`src/rtl/lfes_pkg.sv`:
```
// shared types and constants for the largest-first entry selection block
// no dependencies; used by lfes_scan and largest_first_entry_selection under rtl
package lfes_pkg;

  // field widths of the request and result items
  localparam int AMT_W = 63;
  localparam int TGT_W = 64;
  localparam int IDX_W = 5;

  // store depth default and the cap on results per selection
  localparam int MAX_ENTRIES_DEF = 32;
  localparam int RESULT_CAP      = 32;
  localparam int RES_W           = $clog2(RESULT_CAP + 1);

  // request kinds
  localparam logic KIND_LOAD   = 1'b0;
  localparam logic KIND_SELECT = 1'b1;

  typedef struct packed {
    logic             kind;
    logic [AMT_W-1:0] amount;
    logic [TGT_W-1:0] target;
  } in_t;

  typedef struct packed {
    logic [IDX_W-1:0] index;
    logic             last;
    logic             empty_res;
    logic             overflow;
  } out_t;

  // sequencer states
  typedef enum logic [1:0] {
    ST_IDLE,
    ST_SCAN,
    ST_EMIT,
    ST_EMPTY
  } state_t;

  // control from the sequencer to the scan unit
  typedef struct packed {
    logic start;
    logic issue;
  } scan_ctl_t;

  // status back from the scan unit
  typedef struct packed {
    logic found;
    logic pending;
  } scan_st_t;

endpackage

```
`src/rtl/lfes_ram.sv`:
```
// generic single-write, single-read memory with registered read data
// no dependencies
module lfes_ram #(
  parameter int WIDTH = 8,
  parameter int DEPTH = 32,
  parameter int AW    = (DEPTH > 1) ? $clog2(DEPTH) : 1
) (
  input  logic             clk,
  input  logic             we,
  input  logic [AW-1:0]    waddr,
  input  logic [WIDTH-1:0] wdata,
  input  logic [AW-1:0]    raddr,
  output logic [WIDTH-1:0] rdata
);

  logic [WIDTH-1:0] mem [DEPTH];

  // write port and registered read port
  always_ff @(posedge clk) begin
    if (we) begin
      mem[waddr] <= wdata;
    end
    rdata <= mem[raddr];
  end

endmodule

```
`src/rtl/lfes_scan.sv`:
```
// scan unit: one shared compare that tracks the largest untaken entry over a store sweep
// depends on lfes_pkg
module lfes_scan #(
  parameter int MAX_ENTRIES = lfes_pkg::MAX_ENTRIES_DEF,
  parameter int AW          = (MAX_ENTRIES > 1) ? $clog2(MAX_ENTRIES) : 1
) (
  input  logic                     clk,
  input  logic                     rst,
  input  lfes_pkg::scan_ctl_t      ctl,
  input  logic [AW-1:0]            issue_idx,
  input  logic [lfes_pkg::AMT_W-1:0] rd_data,
  input  logic [MAX_ENTRIES-1:0]   taken,
  output lfes_pkg::scan_st_t       st,
  output logic [AW-1:0]            best_idx,
  output logic [lfes_pkg::AMT_W-1:0] best_amt
);
  import lfes_pkg::*;

  logic          p_vld;
  logic [AW-1:0] p_idx;
  logic          found;
  logic          take;

  // ties go to the later position since the sweep runs upward and uses >=
  assign take = p_vld && !taken[p_idx] && (!found || (rd_data >= best_amt));

  // track which address the read data belongs to
  always_ff @(posedge clk) begin
    if (rst) begin
      p_vld <= 1'b0;
    end else begin
      p_vld <= ctl.issue;
    end
    p_idx <= issue_idx;
  end

  // best-so-far holder
  always_ff @(posedge clk) begin
    if (rst) begin
      found <= 1'b0;
    end else if (ctl.start) begin
      found <= 1'b0;
    end else if (take) begin
      found <= 1'b1;
    end
    if (take) begin
      best_idx <= p_idx;
      best_amt <= rd_data;
    end
  end

  assign st.found   = found;
  assign st.pending = p_vld;

`ifndef ASSERT_OFF
  // a new sweep never starts while a read is still in flight
  a_start_idle: assert property (@(posedge clk) disable iff (rst)
    ctl.start |-> !p_vld)
    else $error("scan started with a read in flight");

  // an entry already taken is never chosen again
  a_no_retake: assert property (@(posedge clk) disable iff (rst)
    take |=> !taken[best_idx] || $past(ctl.start))
    else $error("taken entry chosen");

  // once an entry is found the flag holds until the next sweep starts
  a_found_hold: assert property (@(posedge clk) disable iff (rst)
    (found && !ctl.start) |=> found)
    else $error("found flag dropped mid sweep");
`endif

endmodule

```
`src/rtl/largest_first_entry_selection.sv`:
```
// Largest-first entry selection: a load request keeps the block idle and ready for the next one.
// A select request emits one result per pass over the store; each pass sweeps the entries through
// the single read port of the amount memory feeding one compare unit, then goes to the emit state.
// No entries or a target of zero or less gives one empty result through the empty state after the
// request. One request at a time. Reset clears the entry count, taken mask, total and overflow flag;
// the amount memory is not cleared and only data read from positions below the entry count is used.
module largest_first_entry_selection #(
  parameter int MAX_ENTRIES = lfes_pkg::MAX_ENTRIES_DEF
) (
  input  logic           clk,
  input  logic           rst,
  input  logic           in_valid,
  output logic           in_ready,
  input  lfes_pkg::in_t  in_data,
  output logic           out_valid,
  input  logic           out_ready,
  output lfes_pkg::out_t out_data
);
  import lfes_pkg::*;

  localparam int AW    = (MAX_ENTRIES > 1) ? $clog2(MAX_ENTRIES) : 1;
  localparam int CNT_W = $clog2(MAX_ENTRIES + 1);
  localparam int CMP_W = (CNT_W > RES_W) ? CNT_W : RES_W;

  state_t state, state_next;

  logic [CNT_W-1:0]       entry_count;
  logic [MAX_ENTRIES-1:0] taken;
  logic [AMT_W-1:0]       total;
  logic                   overflow_flag;
  logic [TGT_W-1:0]       target;
  logic [CNT_W-1:0]       scan_ptr;
  logic [RES_W-1:0]       n_res;

  logic       in_fire, load_fire, sel_fire, store_full, sel_empty;
  logic       out_free, emit_fire, empty_fire, res_last;
  scan_ctl_t  ctl;
  scan_st_t   st;
  logic [AW-1:0]    best_idx;
  logic [AMT_W-1:0] best_amt;
  logic [AMT_W-1:0] rd_data;
  logic [AMT_W:0]   sum;
  logic [AMT_W-1:0] sum_sat;
  logic             reached, cap_hit, all_taken;

  // request decode
  assign in_ready   = (state == ST_IDLE);
  assign in_fire    = in_valid && in_ready;
  assign load_fire  = in_fire && (in_data.kind == KIND_LOAD);
  assign sel_fire   = in_fire && (in_data.kind == KIND_SELECT);
  assign store_full = (entry_count >= CNT_W'(MAX_ENTRIES));
  assign sel_empty  = (entry_count == '0) || (in_data.target == '0) ||
                      in_data.target[TGT_W-1];

  // amount store
  lfes_ram #(
    .WIDTH (AMT_W),
    .DEPTH (MAX_ENTRIES),
    .AW    (AW)
  ) u_store (
    .clk   (clk),
    .we    (load_fire && !store_full),
    .waddr (entry_count[AW-1:0]),
    .wdata (in_data.amount),
    .raddr (scan_ptr[AW-1:0]),
    .rdata (rd_data)
  );

  // shared compare unit
  lfes_scan #(
    .MAX_ENTRIES (MAX_ENTRIES),
    .AW          (AW)
  ) u_scan (
    .clk       (clk),
    .rst       (rst),
    .ctl       (ctl),
    .issue_idx (scan_ptr[AW-1:0]),
    .rd_data   (rd_data),
    .taken     (taken),
    .st        (st),
    .best_idx  (best_idx),
    .best_amt  (best_amt)
  );

  // saturating total and stop conditions for the entry about to be emitted
  assign sum       = {1'b0, total} + {1'b0, best_amt};
  assign sum_sat   = sum[AMT_W] ? {AMT_W{1'b1}} : sum[AMT_W-1:0];
  assign reached   = (sum_sat >= target[AMT_W-1:0]);
  assign cap_hit   = ((n_res + RES_W'(1)) == RES_W'(RESULT_CAP));
  assign all_taken = ((CMP_W'(n_res) + CMP_W'(1)) == CMP_W'(entry_count));
  assign res_last  = reached || cap_hit || all_taken;

  assign out_free   = !out_valid || out_ready;
  assign emit_fire  = (state == ST_EMIT) && out_free;
  assign empty_fire = (state == ST_EMPTY) && out_free;

  // state register
  always_ff @(posedge clk) begin
    if (rst) begin
      state <= ST_IDLE;
    end else begin
      state <= state_next;
    end
  end

  // next state and scan control
  always_comb begin
    state_next = state;
    ctl.start  = 1'b0;
    ctl.issue  = 1'b0;
    case (state)
      ST_IDLE: begin
        if (sel_fire) begin
          if (sel_empty) begin
            state_next = ST_EMPTY;
          end else begin
            state_next = ST_SCAN;
            ctl.start  = 1'b1;
          end
        end
      end
      ST_SCAN: begin
        ctl.issue = (scan_ptr != entry_count);
        if (!ctl.issue && !st.pending) begin
          state_next = ST_EMIT;
        end
      end
      ST_EMIT: begin
        if (emit_fire) begin
          if (res_last) begin
            state_next = ST_IDLE;
          end else begin
            state_next = ST_SCAN;
            ctl.start  = 1'b1;
          end
        end
      end
      ST_EMPTY: begin
        if (empty_fire) begin
          state_next = ST_IDLE;
        end
      end
      default: begin
        state_next = ST_IDLE;
      end
    endcase
  end

  // store bookkeeping, cleared after every selection
  always_ff @(posedge clk) begin
    if (rst) begin
      entry_count   <= '0;
      taken         <= '0;
      total         <= '0;
      overflow_flag <= 1'b0;
      n_res         <= '0;
    end else if ((emit_fire && res_last) || empty_fire) begin
      entry_count   <= '0;
      taken         <= '0;
      total         <= '0;
      overflow_flag <= 1'b0;
      n_res         <= '0;
    end else if (emit_fire) begin
      taken[best_idx] <= 1'b1;
      total           <= sum_sat;
      n_res           <= n_res + RES_W'(1);
    end else if (load_fire) begin
      if (store_full) begin
        overflow_flag <= 1'b1;
      end else begin
        entry_count <= entry_count + CNT_W'(1);
      end
    end
  end

  // target capture and sweep pointer
  always_ff @(posedge clk) begin
    if (sel_fire) begin
      target <= in_data.target;
    end
    if (rst || ctl.start) begin
      scan_ptr <= '0;
    end else if (ctl.issue) begin
      scan_ptr <= scan_ptr + CNT_W'(1);
    end
  end

  // output register
  always_ff @(posedge clk) begin
    if (rst) begin
      out_valid <= 1'b0;
    end else if (emit_fire || empty_fire) begin
      out_valid <= 1'b1;
    end else if (out_ready) begin
      out_valid <= 1'b0;
    end
    if (emit_fire) begin
      out_data.index     <= IDX_W'({{IDX_W{1'b0}}, best_idx});
      out_data.last      <= res_last;
      out_data.empty_res <= 1'b0;
      out_data.overflow  <= overflow_flag;
    end else if (empty_fire) begin
      out_data.index     <= '0;
      out_data.last      <= 1'b1;
      out_data.empty_res <= 1'b1;
      out_data.overflow  <= overflow_flag;
    end
  end

`ifndef ASSERT_OFF
  // entry count never passes the store depth
  a_count_bound: assert property (@(posedge clk) disable iff (rst)
    entry_count <= CNT_W'(MAX_ENTRIES))
    else $error("entry count beyond store depth");

  // a pass always ends with an entry found
  a_emit_found: assert property (@(posedge clk) disable iff (rst)
    (state == ST_EMIT) |-> st.found)
    else $error("emit without a chosen entry");

  // taken bits track the number of results given in this selection
  a_taken_count: assert property (@(posedge clk) disable iff (rst)
    $countones(taken) == int'(n_res))
    else $error("taken mask out of step with result count");

  // the final result of a selection clears the entry count and total
  a_clear_after: assert property (@(posedge clk) disable iff (rst)
    ((emit_fire && res_last) || empty_fire) |=> (entry_count == '0) && (total == '0))
    else $error("store not cleared after selection");
`endif

endmodule

```
`config.mk`:
```
export PLATFORM = sky130hd
export DESIGN_NAME = largest_first_entry_selection
export DESIGN_NICKNAME = d
export VERILOG_FILES = /design/src/rtl/lfes_pkg.sv /design/src/rtl/lfes_ram.sv /design/src/rtl/lfes_scan.sv /design/src/rtl/largest_first_entry_selection.sv
export SDC_FILE = /design/constraint.sdc
export NUM_CORES = 2
export LEC_CHECK = 0
export CAP_MARGIN = 20
export CORE_AREA = 5 5 402 404
export DETAILED_ROUTE_END_ITERATION = 7
export DIE_AREA = 0 0 407 409
export DONT_BUFFER_PORTS = 1
export GPL_ROUTABILITY_DRIVEN = 0
export GPL_TIMING_DRIVEN = 0
export PLACE_DENSITY = 0.76
export SYNTH_ARGS = -nofsm -noshare
export SYNTH_HDL_FRONTEND = slang
export SYNTH_SLANG_ARGS = --single-unit
```
`constraint.sdc`:
```
create_clock -name clk -period 7.8 [get_ports clk]
set_input_delay 1.56 -clock clk [delete_from_list [all_inputs] [get_ports clk]]
set_output_delay 1.56 -clock clk [all_outputs]
set_load 0.05 [all_outputs]
```
-- Word level (Yosys, flattened, before mapping)
Memories as Yosys holds them, arrays and structs flattened. A register that Yosys moved wholly into a read port is not among the register bits.
Index checks and enable logic that the tools add are counted.
- register bits after elaboration: 263
- bits in writable memories: 2016
- bits of input ports: 132
- output and inout port bits: 10
- logic and storage cells: 103
- memories: 1
- memory list (name ; depth ; bits a word ; rd ports ; clocked after Yosys merged registers in ; wr ports ; line ; text):
    u_store.mem ; 32 ; 63 ; 1 ; 1 ; 1 ; lfes_ram.sv:16 ; logic [WIDTH-1:0] mem [DEPTH];
- $add $sub $neg: 4
- order comparisons: 6
- eq/ne operators: 10
- muxes and demuxes: 24
- bitwise operators: 4
- reduce and logical (&&, ||, !) cells: 36
- operator list (cell ; number):
    $ge 63x63->1 ; 2
    $add 63x63->64 ; 1
    $logic_not 64->1 ; 1
    $mux 63 ; 1
    $or 32x32->32 ; 1
    $add 6x1->6 const B ; 3
    $mux 8 ; 2
    $lt 5x6->1 const B ; 2
    $mux 1 ; 12
    $logic_and 1x1->1 ; 11
    $mux 2 ; 5
    $logic_or 1x1->1 ; 9
    $pmux 2 s4 ; 1
    $eq 6x6->1 ; 1
    $eq 6x6->1 const B ; 1
    $ge 6x6->1 const B ; 1
    $logic_not 1->1 ; 6
    $logic_not 6->1 ; 1
    $ne 2x2->1 const B ; 3
    $ne 6x6->1 ; 1
    $reduce_and 3->1 ; 2
    $bmux 1 s5 ; 1
    $demux 1 s5 ; 1
    $ge 5x1->1 const B ; 1
    other kinds (9) ; 14

-- Depth between registers and ports, before layout
- word-level depth: 9
- gate-level depth with buffers: 26
- depth with buffers taken out: 24

-- Cells and area by module
Synthesis repeated with hierarchy kept, for this count alone.
- cell total of the unflattened synthesis: 4857
- area total of the unflattened synthesis: 94504.4 um2
- modules (own cells, without submodules) (module ; instances ; cells an instance ; area each (um2) ; seq. area each (um2)):
    lfes_ram ; 1 ; 3055 ; 77805.9 ; 61799.3
    largest_first_entry_selection ; 1 ; 1472 ; 12602.1 ; 4464.3
    lfes_scan ; 1 ; 330 ; 4096.4 ; 2182.1

-- Worst setup path before layout
Ideal clock, no wire load.
- kind: register -> register
- start point: reg u_scan.p_idx[0]
- end point: reg u_scan.best_amt[0] (netlist bit), enable pin
- library setup time: 0.535 ns
- arrival time: 5.451 ns
- required time: 7.265 ns
- path slack: 1.814 ns
- cell stages (with the launch flop): 7
- buffers on the path: 1
- period minus slack after synthesis: 5.986 ns
- cell sequence: dfxtp_1 > clkbuf_1 > mux4_2 > mux4_2 > mux2i_1 > nand3_1 > a31oi_1
- word-level cells in the longest chain between the ends: 5
- RTL lines (item ; line ; text):
    from (decl) ; lfes_scan.sv:20 ; logic [AW-1:0] p_idx;
    from (signal assigned) ; lfes_scan.sv:34 ; p_idx <= issue_idx;
    $bmux 1 s5 ; lfes_scan.sv:25 ; assign take = p_vld && !taken[p_idx] && (!found || (rd_data >= best_amt));
    $mux 1 (not written as such) ; lfes_scan.sv:25 ;
    $logic_not 1->1 ; lfes_scan.sv:25 ;
    $logic_and 1x1->1 (2 in a row) ; lfes_scan.sv:25 ;
    net u_scan.take ; lfes_scan.sv:22 ; logic take;
    to (signal assigned) ; lfes_scan.sv:48 ; best_amt <= rd_data;
    to (decl) ; lfes_scan.sv:15 ; output logic [lfes_pkg::AMT_W-1:0] best_amt
The timed path passes the listed nets, and every way through them passes these cells. The select of a mux whose other input is x is not followed.
A chain may end at the register's enable or synchronous reset.

-- Worst setup path after layout
- start point: reg u_scan.best_amt[0] (netlist bit)
- end point: reg total[35]
- word-level cells in the longest chain between the ends: 8
- RTL lines (item ; line ; text):
    $add 63x63->64 ; largest_first_entry_selection.sv:86 ; assign sum = {1'b0, total} + {1'b0, best_amt};
    $mux 63 ; largest_first_entry_selection.sv:87 ; assign sum_sat = sum[AMT_W] ? {AMT_W{1'b1}} : sum[AMT_W-1:0];
    net sum_sat[56] ; largest_first_entry_selection.sv:43 ; logic [AMT_W-1:0] sum_sat;
    $ge 63x63->1 ; largest_first_entry_selection.sv:88 ; assign reached = (sum_sat >= target[AMT_W-1:0]);
    $logic_or 1x1->1 (2 in a row) ; largest_first_entry_selection.sv:91 ; assign res_last = reached || cap_hit || all_taken;
    $logic_and 1x1->1 ; largest_first_entry_selection.sv:157 ; end else if ((emit_fire && res_last) || empty_fire) begin
    $logic_or 1x1->1 ; largest_first_entry_selection.sv:157 ;
    $reduce_or 2->1 (no source line) ; n/a ;
    to (signal assigned) ; largest_first_entry_selection.sv:165 ; total <= sum_sat;
    to (decl) ; largest_first_entry_selection.sv:29 ; logic [AMT_W-1:0] total;
The timed path passes the listed nets, and every way through them passes these cells.

==> flow_metrics.py <==
metrics = {
    "run_status": {
        "status": "completed",
    },
    "place": {
        "port_buffers": 0,
        "dp_cells": 6915,
        "placed_area_sq_mm": 0.0995,
        "post-dp-hpwl_um": 163000,
    },
    "clock_network": {
        "cts_hold_buf": 0,
        "cts_max_path_buffers": 3,
        "cts_resized": 0,
        "clkLatencyLatePin_ns": 0.89,
        "numCtsBuffers": 221,
        "htree_levels": 4,
        "cts_num_sinks": 2342,
        "post-cts-setup-buffers": 0,
        "root_buffer": "clkbuf_16",
        "clk_pin_slew_worst_paths_ns": 0.07,
        "cts_tree": "done",
    },
    "critical_path": {
        "crit_start": "u_scan.best_amt[0]$_DFFE_PP_",
        "timing.rr.start": "u_scan.best_amt[0]$_DFFE_PP_",
        "cp-start-kind": "flip-flop",
        "worstPathMaxFanout": 10,
        "arrival_ns": 7.87,
        "crit_required_ns": 8.48,
        "path_class": "reg -> reg",
        "end_kind": "flip-flop",
    },
    "logic_synthesis": {
        "synthArstFlopShare_pct": 0,
        "syn_nets": 5045,
        "ys_warn_count": 0,
        "ys_ff_latch": 2342,
        "synth.distinct_cells": 77,
        "syn_inst": 4717,
        "ys.flop_type": "edfxtp_1",
        "synth_edf_count": 2154,
        "syn_area_per_cell_sq_um": 19.9,
        "synth_seq_area_share_pct": 72.8,
        "syn_area_sq_mm": 0.0940,
    },
    "pwr": {
        "power_density_mw_per_mm2": 279,
        "p_leak_nw": 34.5,
        "finalPower_mw": 29.9,
        "ir_drop_mv": 0.240,
    },
    "die": {
        "dieHeight_um": 409,
        "core_sq_mm": 0.157,
        "rows": 146,
        "die_w_um": 407,
        "die-area_sq_mm": 0.166,
        "pin_count": 142,
        "initial_core_util_pct": 59.7,
    },
    "final_layout": {
        "nFillCells": 9325,
        "final-instance-count-excl-fill": 7359,
        "syn2layout_area_growth_pct": 13.8,
        "final_area_sq_mm": 0.107,
        "finish.net_count": 5419,
        "drive_gt1_share_pct": 24.2,
    },
    "routing": {
        "vias_per_cell": 7.02,
        "drt_iter0_drc": 8361,
        "vias": 51700,
        "ant_nets": 0,
        "route.detailed.drc": 0,
        "dr.pass1.iters": 5,
        "wirelength_um": 269000,
        "routedWlPerCell_um": 36.6,
    },
    "job": {
        "cap_viol_max_count": 0,
    },
    "global_routing": {
        "antenna_found_initial": 10,
        "grt_max_degree": 49,
        "busiest_layer": "met2",
        "overflow": 0,
        "grt_pass1_wl_um": 371000,
        "grt_util_met1_pct": 40.9,
        "grt_util_met3_pct": 9.32,
        "track_usage_pct": 31.6,
        "grt_pass1_vias": 51700,
        "use_met2_pct": 50.0,
    },
    "timing": {
        "tightestPinTransition_ns": 1.25,
        "fin_hold_ws_ns": 0.379,
        "rsz0062_at_grt": "no",
        "finalClockSkew_ns": 0.0540,
        "setup_viol": 0,
        "period_needed_ns": 7.19,
        "slew_violations": 0,
        "fmax_mhz": 139,
        "hold_violations": 0,
        "slew_headroom_pct": 16.4,
        "finalSetupTns_ns": 0,
        "fin_crit_sh_pct": 92.1,
    },
    "min_path": {
        "hp-start": "scan_ptr[4]$_SDFFE_PP0P_",
        "hp-class": "reg -> reg",
    },
}
==> kinds of logic after synthesis <==
group / count (synthesis) / share of synthesized area [%]
flip-flops: 2342 / 72.8
multiplexers: 706 / 16.1
buffers and inverters: 381 / 1.64
AND/OR/NAND/NOR: 559 / 2.81
AO/OA/AOI/OAI: 449 / 3.23
XOR/XNOR: 84 / 0.783
adder cells (fa/ha/maj): 196 / 2.62
==> layer usage <==
layer | vias up | share of wire [%]
met2 | 4454 | 48
met3 | 858 | 14
met5 | - | 0.013
met1 | 26200 | 33
met4 | 4 | 6.2
li1 | 20100 | -
==> synthesized netlist by cell type, types with 7 or more instances <==
library cell / number / share of area [%]
o21a_1: 10 / 0.080
and3_1: 18 / 0.12
nand2_1: 128 / 0.51
mux2_2: 63 / 0.75
o21bai_1: 15 / 0.12
xnor2_1: 47 / 0.44
xor2_1: 37 / 0.34
a21o_1: 96 / 0.77
a211oi_1: 19 / 0.15
edfxtp_1: 2154 / 69
buf_6: 7 / 0.084
buf_2: 42 / 0.22
clkbuf_1: 148 / 0.59
nand4_1: 54 / 0.36
a311oi_1: 34 / 0.32
nor3_1: 42 / 0.22
mux4_2: 640 / 15
and2_1: 7 / 0.047
nand3_1: 21 / 0.11
buf_1: 28 / 0.11
a221oi_1: 9 / 0.084
dfxtp_1: 188 / 4.0
nor2_1: 198 / 0.79
ha_1: 195 / 2.6
inv_1: 153 / 0.61
o21ai_1: 10 / 0.053
a21oi_1: 123 / 0.65
nand2b_1: 24 / 0.16
o211ai_1: 10 / 0.080
a31oi_1: 21 / 0.14
nor2b_1: 16 / 0.11
o21ai_0: 51 / 0.27
nor4_1: 24 / 0.16
==> cell type report <==
type | instances | area, sq um | share of cell area, %
diodes | 3 | 7.51 | 0.00702
plain buffers | 228 | 973 | 0.910
clock buffers | 287 | 5900 | 5.52
clock inverters | 129 | 1200 | 1.12
inverters | 153 | 574 | 0.537
multi-input cells | 1994 | 24300 | 22.7
flip-flops and latches | 2342 | 68400 | 64.0
well taps | 2072 | 2590 | 2.42
repair buffers | 151 | 2980 | 2.79
==> per-stage QoR <==
| step | worst slack, ns | util, % |
|---|---|---|
| floorplan | 1.81 | - |
| global placement | -2.78 | 61.4 |
| detailed placement | 0.711 | 63.2 |
| CTS | 0.653 | 67.7 |
| global route | 0.323 | 67.9 |
| finish | 0.612 | 67.9 |
==> worst max-delay path, stage by stage (launching register included) <==
cell      delay, ns
edfxtp_1       0.41
ha_1           0.26
inv_1          0.09
fa_1           0.39
nor2b_1        0.20
o211ai_1       0.18
a21boi_0       0.38
a31oi_1        0.25
a311oi_1       0.45
nor2_1         0.24
o21ai_1        0.36
a221oi_2       0.12
xor2_1         0.20
nand2_1        0.10
ha_1           0.31
nand4_1        0.17
nor4_1         0.76
nand2_1        0.20
nor4_1         0.22
a31oi_1        0.19
o211ai_1       0.21
a21o_1         0.15
a31o_1         0.09
buf_2          0.27
clkbuf_1       0.65
nor3_1         0.15
==> power by group <==
group	internal, mW	switching [mW]
Clock	5.84	4.85
Combinational	1.95	2.76
Sequential	14.1	0.366
Total	21.9	7.98
==> sequential cells by signal (all words and copies together) (netlist names), 6 cells and up <==
name,cells
total,63
u_scan.best_amt,63
u_store.mem,2016
target,63
u_store.rdata,63
scan_ptr,6
n_res,6
out_data,8
taken,32
entry_count,6
==> layout by cell type, fill, tap and decap left out, types with 37 or more instances in the layout <==
master and count:
nor2_1 167, a21oi_1 123, edfxtp_1 2154, buf_8 39, ha_1 195, nand4_1 54
nor3_1 42, clkinv_2 44, clkbuf_16 223, nand2_1 128, xor2_1 37, xnor2_1 47
inv_1 152, dfxtp_1 188, o21ai_0 51, buf_12 82, mux4_2 640, a21o_1 96
clkbuf_1 199, mux2_2 63, clkinv_1 40, buf_2 42
==> path summary, 6_finish.rpt <==
kind	cells after the start	slack, ns	end
setup / recovery	25	0.61	total[35]$_SDFFE_PP0P_
hold / removal	0	0.38	u_scan.p_idx[4]$_DFF_P_
setup reg to reg	25	0.61	total[35]$_SDFFE_PP0P_
hold reg to reg	0	0.38	u_scan.p_idx[4]$_DFF_P_
(Power assumes the default switching activity.)
